==> config.mk <==
export PLATFORM = sky130hd
export DESIGN_NAME = pixel_bit_packer_with_max
export DESIGN_NICKNAME = d
export VERILOG_FILES = /design/src/sv/pbpack_pkg.sv /design/src/sv/pixel_bit_packer_with_max.sv
export VERILOG_INCLUDE_DIRS = /design/src /design/src/sv
export SDC_FILE = /design/constraint.sdc
export NUM_CORES = 1
export LEC_CHECK = 0
export BUFFER_PORTS_ARGS = -buffer_cell sky130_fd_sc_hd__buf_2
export CAP_MARGIN = 20
export CORE_AREA = 2 2 122 124
export DETAILED_ROUTE_END_ITERATION = 6
export DIE_AREA = 0 0 124 126
export HOLD_SLACK_MARGIN = 0.08
export PLACE_DENSITY = 0.8
export SYNTH_ARGS = -nofsm -noshare
export SYNTH_HDL_FRONTEND = slang
export SYNTH_SLANG_ARGS = --single-unit
==> constraint.sdc <==
create_clock -name clock -period 4.6 [get_ports clock]
set_input_delay 0.92 -clock clock [delete_from_list [all_inputs] [get_ports clock]]
set_output_delay 0.92 -clock clock [all_outputs]
set_load 0.05 [all_outputs]
==> src/sv/pixel_bit_packer_with_max_macros.svh <==
// assertion macros for the pixel bit packer
// used by pixel_bit_packer_with_max.sv; expects clock and reset in the using module
`ifndef PIXEL_BIT_PACKER_WITH_MAX_MACROS_SVH
`define PIXEL_BIT_PACKER_WITH_MAX_MACROS_SVH

// same-cycle implication, checked outside reset
`define PBPACK_ASSERT_NOW(label, ante, cons, msg) \
   label: assert property (@(posedge clock) disable iff (reset) (ante) |-> (cons)) else $error(msg);

// next-cycle implication, checked outside reset
`define PBPACK_ASSERT_NEXT(label, ante, cons, msg) \
   label: assert property (@(posedge clock) disable iff (reset) (ante) |=> (cons)) else $error(msg);

`endif

==> src/sv/pbpack_pkg.sv <==
// constants and helpers for the pixel bit packer
// no dependencies; used by pixel_bit_packer_with_max
package pbpack_pkg;

   localparam int WORD_BITS    = 32;
   localparam int PIXEL_BITS   = 16;
   localparam int DEPTH_BITS   = 5;
   localparam int BATCH_PIXELS = 32;
   localparam int BATCH_BITS   = $clog2(BATCH_PIXELS);
   localparam int SHIFT_BITS   = $clog2(WORD_BITS);

   localparam logic [DEPTH_BITS-1:0] DEPTH_RESET = DEPTH_BITS'(12);
   localparam logic [DEPTH_BITS-1:0] DEPTH_MIN   = DEPTH_BITS'(1);
   localparam logic [DEPTH_BITS-1:0] DEPTH_MAX   = DEPTH_BITS'(16);

   // zero counts as one, anything above sixteen as sixteen
   function automatic logic [DEPTH_BITS-1:0] effective_depth(input logic [DEPTH_BITS-1:0] raw);
      logic [DEPTH_BITS-1:0] d;
      if (raw == '0) begin
         d = DEPTH_MIN;
      end else if (raw > DEPTH_MAX) begin
         d = DEPTH_MAX;
      end else begin
         d = raw;
      end
      return d;
   endfunction

endpackage

==> src/sv/pixel_bit_packer_with_max.sv <==
// pixel bit packer top level: masks pixels to the programmed depth and packs them into words
// depends on pbpack_pkg and pixel_bit_packer_with_max_macros.svh
`include "pixel_bit_packer_with_max_macros.svh"

// Accepts one 16-bit pixel per cycle while the output is free and no flush runs, and packs
// it, masked to bits_per_pixel (0 reads as 1, above 16 as 16), low bits first into 32-bit
// words; batches of 32 pixels give exactly bits_per_pixel words. A pixel goes through an
// input register, one pass of shift/OR logic and the output register. On a pixel marked
// last_pixel that leaves a partial batch, the block completes the batch with the open
// word and then words of zero bits, one word per cycle while the output is free, and
// packs no pixel meanwhile (one more pixel may be taken and held in the input register).
// The final word carries last_word and the largest unmasked pixel of the frame. Writing
// bits_per_pixel drops the partial word and restarts the batch; write it only while the
// block is idle.
module pixel_bit_packer_with_max (
   input  logic                                clock,
   input  logic                                reset,
   input  logic                                req_valid,
   output logic                                req_ready,
   input  logic [pbpack_pkg::PIXEL_BITS-1:0]   req_pixel,
   input  logic                                req_last_pixel,
   output logic                                rsp_valid,
   input  logic                                rsp_ready,
   output logic [pbpack_pkg::WORD_BITS-1:0]    rsp_packed_word,
   output logic                                rsp_last_word,
   output logic [pbpack_pkg::PIXEL_BITS-1:0]   rsp_max_pixel,
   input  logic                                csr_valid,
   output logic                                csr_ready,
   input  logic [pbpack_pkg::DEPTH_BITS-1:0]   csr_bits_per_pixel
);

   localparam int WB = pbpack_pkg::WORD_BITS;
   localparam int PB = pbpack_pkg::PIXEL_BITS;
   localparam int DB = pbpack_pkg::DEPTH_BITS;
   localparam int NB = pbpack_pkg::BATCH_BITS;
   localparam int SB = pbpack_pkg::SHIFT_BITS;

   typedef enum logic {ST_RUN, ST_FLUSH} state_type;

   state_type           state_ff,   state_in;
   logic [DB-1:0]       depth_cfg_ff, depth_cfg_in;
   logic                in_valid_ff, in_valid_in;
   logic [PB-1:0]       in_pixel_ff, in_pixel_in;
   logic                in_last_ff,  in_last_in;
   logic [WB-1:0]       acc_ff,     acc_in;
   logic [SB-1:0]       bit_pos_ff, bit_pos_in;
   logic [NB-1:0]       pib_ff,     pib_in;
   logic [DB-1:0]       wd_ff,      wd_in;
   logic [PB-1:0]       max_ff,     max_in;
   logic                rsp_valid_ff, rsp_valid_in;
   logic [WB-1:0]       rsp_word_ff,  rsp_word_in;
   logic                rsp_last_ff,  rsp_last_in;
   logic [PB-1:0]       rsp_max_ff,   rsp_max_in;

   logic                out_free, stage_fire, flush_fire, req_fire, csr_fire;
   logic                flush_done;
   logic [DB-1:0]       depth;
   logic [PB-1:0]       mask, val, max_new;
   logic [WB-1:0]       merged, spill;
   logic [SB:0]         sum, spill_amt;
   logic                word_done, batch_end, flush_final;
   logic [NB-1:0]       pib_next;
   logic [DB-1:0]       wd_after, wd_inc;

   // handshakes
   assign out_free   = !rsp_valid_ff || rsp_ready;
   assign stage_fire = in_valid_ff && (state_ff == ST_RUN) && out_free;
   assign flush_fire = (state_ff == ST_FLUSH) && out_free;
   assign req_ready  = !in_valid_ff || stage_fire;
   assign req_fire   = req_valid && req_ready;
   assign csr_ready  = 1'b1;
   assign csr_fire   = csr_valid;
   assign flush_done = flush_fire && flush_final && !csr_fire;

   // packing datapath
   always_comb begin
      depth     = pbpack_pkg::effective_depth(depth_cfg_ff);
      mask      = PB'(((PB+1)'(1) << depth) - (PB+1)'(1));
      val       = in_pixel_ff & mask;
      merged    = acc_ff | (WB'(val) << bit_pos_ff);
      sum       = {1'b0, bit_pos_ff} + (SB+1)'(depth);
      word_done = sum[SB];
      spill_amt = (SB+1)'(WB) - {1'b0, bit_pos_ff};
      spill     = (sum > (SB+1)'(WB)) ? (WB'(val) >> spill_amt) : '0;
      pib_next  = pib_ff + NB'(1);
      batch_end = (pib_next == '0);
      max_new   = (in_pixel_ff > max_ff) ? in_pixel_ff : max_ff;
      wd_inc    = wd_ff + DB'(1);
      wd_after  = word_done ? wd_inc : wd_ff;
      flush_final = (wd_inc == depth);
   end

   // next-state logic
   always_comb begin
      state_in     = state_ff;
      depth_cfg_in = depth_cfg_ff;
      acc_in       = acc_ff;
      bit_pos_in   = bit_pos_ff;
      pib_in       = pib_ff;
      wd_in        = wd_ff;
      max_in       = max_ff;
      rsp_valid_in = rsp_valid_ff && !rsp_ready;
      rsp_word_in  = rsp_word_ff;
      rsp_last_in  = rsp_last_ff;
      rsp_max_in   = rsp_max_ff;
      in_valid_in  = in_valid_ff;
      in_pixel_in  = in_pixel_ff;
      in_last_in   = in_last_ff;

      // input register
      if (req_fire) begin
         in_valid_in = 1'b1;
         in_pixel_in = req_pixel;
         in_last_in  = req_last_pixel;
      end else if (stage_fire) begin
         in_valid_in = 1'b0;
      end

      priority if (csr_fire) begin
         // depth change restarts the batch, maximum kept
         depth_cfg_in = csr_bits_per_pixel;
         acc_in       = '0;
         bit_pos_in   = '0;
         pib_in       = '0;
         wd_in        = '0;
      end else if (stage_fire) begin
         // pack one pixel
         max_in     = max_new;
         acc_in     = word_done ? spill : merged;
         bit_pos_in = sum[SB-1:0];
         pib_in     = pib_next;
         wd_in      = batch_end ? '0 : wd_after;
         if (word_done) begin
            rsp_valid_in = 1'b1;
            rsp_word_in  = merged;
            rsp_last_in  = in_last_ff && batch_end;
            rsp_max_in   = (in_last_ff && batch_end) ? max_new : '0;
         end
         if (in_last_ff) begin
            if (batch_end) begin
               acc_in     = '0;
               bit_pos_in = '0;
               max_in     = '0;
            end else begin
               state_in = ST_FLUSH;
            end
         end
      end else if (flush_fire) begin
         // pad the open batch one word per cycle while the output is free
         rsp_valid_in = 1'b1;
         rsp_word_in  = acc_ff;
         rsp_last_in  = flush_final;
         rsp_max_in   = flush_final ? max_ff : '0;
         acc_in       = '0;
         wd_in        = wd_inc;
         if (flush_final) begin
            state_in   = ST_RUN;
            bit_pos_in = '0;
            pib_in     = '0;
            wd_in      = '0;
            max_in     = '0;
         end
      end
   end

   // state and registered outputs
   always_ff @(posedge clock) begin
      if (reset) begin
         state_ff     <= ST_RUN;
         depth_cfg_ff <= pbpack_pkg::DEPTH_RESET;
         in_valid_ff  <= 1'b0;
         acc_ff       <= '0;
         bit_pos_ff   <= '0;
         pib_ff       <= '0;
         wd_ff        <= '0;
         max_ff       <= '0;
         rsp_valid_ff <= 1'b0;
      end else begin
         state_ff     <= state_in;
         depth_cfg_ff <= depth_cfg_in;
         in_valid_ff  <= in_valid_in;
         acc_ff       <= acc_in;
         bit_pos_ff   <= bit_pos_in;
         pib_ff       <= pib_in;
         wd_ff        <= wd_in;
         max_ff       <= max_in;
         rsp_valid_ff <= rsp_valid_in;
      end
      in_pixel_ff <= in_pixel_in;
      in_last_ff  <= in_last_in;
      rsp_word_ff <= rsp_word_in;
      rsp_last_ff <= rsp_last_in;
      rsp_max_ff  <= rsp_max_in;
   end

   assign rsp_valid       = rsp_valid_ff;
   assign rsp_packed_word = rsp_word_ff;
   assign rsp_last_word   = rsp_last_ff;
   assign rsp_max_pixel   = rsp_max_ff;

   // checks
   `PBPACK_ASSERT_NOW(a_no_pack_in_flush, state_ff == ST_FLUSH, !stage_fire, "packed in flush")
   `PBPACK_ASSERT_NOW(a_words_below_depth, 1'b1, wd_ff < depth, "word count at depth")
   `PBPACK_ASSERT_NOW(a_batch_start_aligned, pib_ff == '0, bit_pos_ff == '0, "batch misaligned")
   `PBPACK_ASSERT_NOW(a_max_on_last, rsp_valid_ff && !rsp_last_ff, rsp_max_ff == '0, "stray max")
   `PBPACK_ASSERT_NEXT(a_flush_to_run, flush_done, state_ff == ST_RUN, "flush stuck")
   `PBPACK_ASSERT_NEXT(a_flush_clears_max, flush_done, max_ff == '0, "max not cleared")

endmodule

==> flow_metrics.tcl <==
set metrics [dict create \
    outcome "completed" \
    postCtsHoldBufs 0 \
    cp_max_fo 23 \
    power_frac_seq_pct 41.1 \
    synthesis.area_um2 8490 \
    portBuffers 77 \
    ctsResizeCount 0 \
    min_period_ps 4010 \
    grt_use_total_pct 34.2 \
    synthArstFlopShare_pct 0 \
    reg2reg_from "depth_cfg_ff[2]$_SDFFE_PP1P_" \
    grt_max_degree 48 \
    drt_first_pass_iters 7 \
    dp_hpwl_um 18600 \
    post-place-ws_ps 715 \
    p_int_uw 2360 \
    p_comb_share_pct 16.6 \
    min_from "acc_ff[22]$_SDFFE_PP0N_" \
    setup-tns-final_ps 0 \
    rows 44 \
    totalWireLength_um 26400 \
    io_pins 79 \
    ys_warn_count 0 \
    cap_violations 0 \
    setup_ws_ps 588 \
    hold_viol 0 \
    antenna_found_initial 0 \
    synth-edff-count 66 \
    cts_buffer_depth 2 \
    critPathArrivalTime_ps 4200 \
    post_cts_buffers 0 \
    dp_cells 1162 \
    yosys.area.top_type_share_pct 23.3 \
    skew_ps 8.44 \
    num_antenna_cells 0 \
    start_kind "register" \
    initial_core_util_pct 59.3 \
    drc 0 \
    core_area_um2 14300 \
    synth_most_common_cell "nor2_1" \
    vias 8094 \
    synth_cell_types 85 \
    max_freq_mhz 249 \
    overflow 0 \
    rsz0062_at_grt "false" \
    grt_pass1_vias 7468 \
    area_delta_synth_final_pct 13.4 \
    worst-r2r-setup-slack_ps 590 \
    wl_per_cell_um 22.1 \
    switchingPower_uw 964 \
    worst_setup_path_end_kind "register" \
    postSynthAreaPerCell_um2 9.00 \
    critPathKind "register to register" \
    clkSlewWorstSetupHoldPaths_ps 60 \
    ff2ff_path_depth 10 \
    cts_tree "done" \
    drt_iter0_markers 1076 \
    antenna_left 0 \
    insertion_delay_ps 440 \
    syn_inst 944 \
    netlist_top_cells_count "87 x nor2_1, 83 x nand2_1, 71 x dfxtp_1" \
    clock-sinks 137 \
    tightestPinTransition_ps 1130 \
    via_per_inst 6.77 \
    htree_levels 4 \
    p_clk_share_pct 42.3 \
    setup-violations-final 0 \
    synthTopCellsByArea "edfxtp_1 23%, dfxtp_1 17%, nor2_1 3.8%" \
    place_congestion 0.995 \
    die_h_um 126 \
    grt_pass1_wl_um 41000 \
    rr_endpoint "rsp_packed_word[19]$_DFFE_PP_" \
    synth_ff_type "dfxtp_1" \
    numCtsBuffers 17 \
    synth_top_area_cell "edfxtp_1" \
    netSwitchingFraction_pct 29.0 \
    die_w_um 124 \
    min_path_cells 2 \
    holdPathEnd "acc_ff[22]$_SDFFE_PP0N_" \
    finalMaxSlewViolations 0 \
    die-area_um2 15600 \
    cts_root_buf "clkbuf_16" \
    powerDensity_nw_per_um2 345 \
    hold_path_class "register to register" \
    fillCellCount 1191 \
    relSlewSlack_pct 24.1 \
    ys_seq_elements 137 \
    critPathRequiredTime_ps 4790 \
    leakage_uw 0.00362 \
    instances_no_fill 1195 \
    nNetsFinal 1051 \
    drive_gt1_share_pct 15.1 \
    finalCritPeriodShare_pct 87.2 \
    peakVddDrop_uv 288 \
    ys_seq_area_share_pct 40.1 \
]
==> kinds of logic (layout without fill, tap and decap cells) <==
group	after synthesis	after routing	synth area share, %
adder cells (fa/ha/maj)	26	26	3.92
other	1	2	0.0442
AND/OR/NAND/NOR	280	280	15.6
flip-flops	137	137	40.1
AO/OA/AOI/OAI	356	356	30.1
XOR/XNOR	15	15	1.55
buffers and inverters	102	168	4.77
multiplexers	27	27	3.98
==> final cells by class <==
| class | count | area [um^2] | area share, % |
|---|---|---|---|
| Inverter | 35 | 131 | 1.36 |
| Tap cell | 184 | 230 | 2.39 |
| Timing Repair Buffer | 101 | 582 | 6.04 |
| Clock buffer | 21 | 450 | 4.68 |
| Sequential cell | 137 | 3400 | 35.3 |
| Multi-Input combinational cell | 706 | 4690 | 48.7 |
| Clock inverter | 11 | 146 | 1.52 |
==> registers in the layout, summed over array words and instances (netlist names) <==
name / cells
depth_cfg_ff: 5
wd_ff: 5
pib_ff: 5
rsp_max_pixel: 16
in_last_ff: 1
rsp_packed_word: 32
state_ff: 1
rsp_valid: 1
bit_pos_ff: 5
in_pixel_ff: 16
rsp_last_word: 1
max_ff: 16
acc_ff: 32
in_valid_ff: 1
==> worst max-delay path by stage <==
stage	startpoint	to	slack (ps)	cells past startpoint
2_1_floorplan	depth_cfg_ff[4]$_SDFFE_PP0P_	rsp_last_word$_DFFE_PP_	700	11
6_report	depth_cfg_ff[2]$_SDFFE_PP1P_	rsp_packed_word[19]$_DFFE_PP_	590	10
3_5_place_dp	depth_cfg_ff[2]$_SDFFE_PP1P_	rsp_packed_word[19]$_DFFE_PP_	710	10
3_3_place_gp	depth_cfg_ff[2]$_SDFFE_PP1P_	rsp_packed_word[27]$_DFFE_PP_	830	10
4_1_cts	depth_cfg_ff[2]$_SDFFE_PP1P_	rsp_packed_word[16]$_DFFE_PP_	680	10
5_1_grt	depth_cfg_ff[2]$_SDFFE_PP1P_	rsp_packed_word[19]$_DFFE_PP_	220	9
==> power groups by stage <==
| stage | Clock [uW] | Combinational (uW) | Sequential, uW |
|---|---|---|---|
| 2_1_floorplan | 0 | 355 | 1400 |
| 3_3_place_gp | 0 | 525 | 1390 |
| 3_5_place_dp | 0 | 530 | 1390 |
| 4_1_cts | 1410 | 534 | 1360 |
| 5_1_grt | 1460 | 590 | 1370 |
| 6_report | 1410 | 551 | 1370 |
==> routing by layer <==
metal	track usage, %	vias up	routed length, um
li1	-	3730	-
met1	47.7	3783	10800
met2	52.6	509	12100
met3	7.38	72	2700
met4	12.2	0	803
met5	0	-	0
==> metrics by stage <==
| stage | total power, uW | area, um^2 | hold WS, ps | util (%) |
|---|---|---|---|---|
| 2_1_floorplan | 1760 | 8500 | 422 | - |
| 3_3_place_gp | 1910 | 9020 | 433 | 63.0 |
| 3_5_place_dp | 1920 | 9020 | 442 | 63.0 |
| 4_1_cts | 3310 | 9620 | 464 | 67.2 |
| 5_1_grt | 3420 | 9630 | 476 | 67.3 |
| 6_report | 3320 | 9630 | 459 | 67.3 |
==> worst max-delay path: stages, from the launching register on <==
cell and delay (ps):
dfxtp_1 770, nor2_1 200, nand2_1 120, ha_1 600
nor4_1 170, a31oi_1 500, a21oi_1 250, a31o_2 300
a311o_1 400, a221o_1 340, o21a_1 110
==> layout by cell type, fill, tap and decap left out, types with 7 or more instances in the layout <==
master / synthesis / final
a221oi_1: 7 / 7
nor2_1: 87 / 87
o31ai_1: 7 / 7
o21a_1: 7 / 7
edfxtp_1: 66 / 66
inv_1: 32 / 31
nand2b_1: 8 / 8
mux2i_1: 18 / 18
nor2b_1: 10 / 10
nand4_1: 8 / 8
nand2_1: 83 / 83
nor3_1: 19 / 19
clkbuf_16: 0 / 17
o211ai_1: 15 / 15
ha_1: 25 / 25
a21o_1: 19 / 19
nand3_1: 26 / 26
buf_2: 9 / 77
o311ai_0: 7 / 7
a31oi_1: 20 / 20
buf_4: 1 / 22
o21ai_1: 14 / 14
a211oi_1: 21 / 21
a21oi_1: 57 / 57
and2_1: 7 / 7
o21bai_1: 18 / 18
a22oi_1: 15 / 15
o22ai_1: 12 / 12
xnor2_1: 9 / 9
a22o_1: 35 / 35
o21ai_0: 39 / 39
dfxtp_1: 71 / 71
No activity file was read; power rests on OpenSTA's default activity.
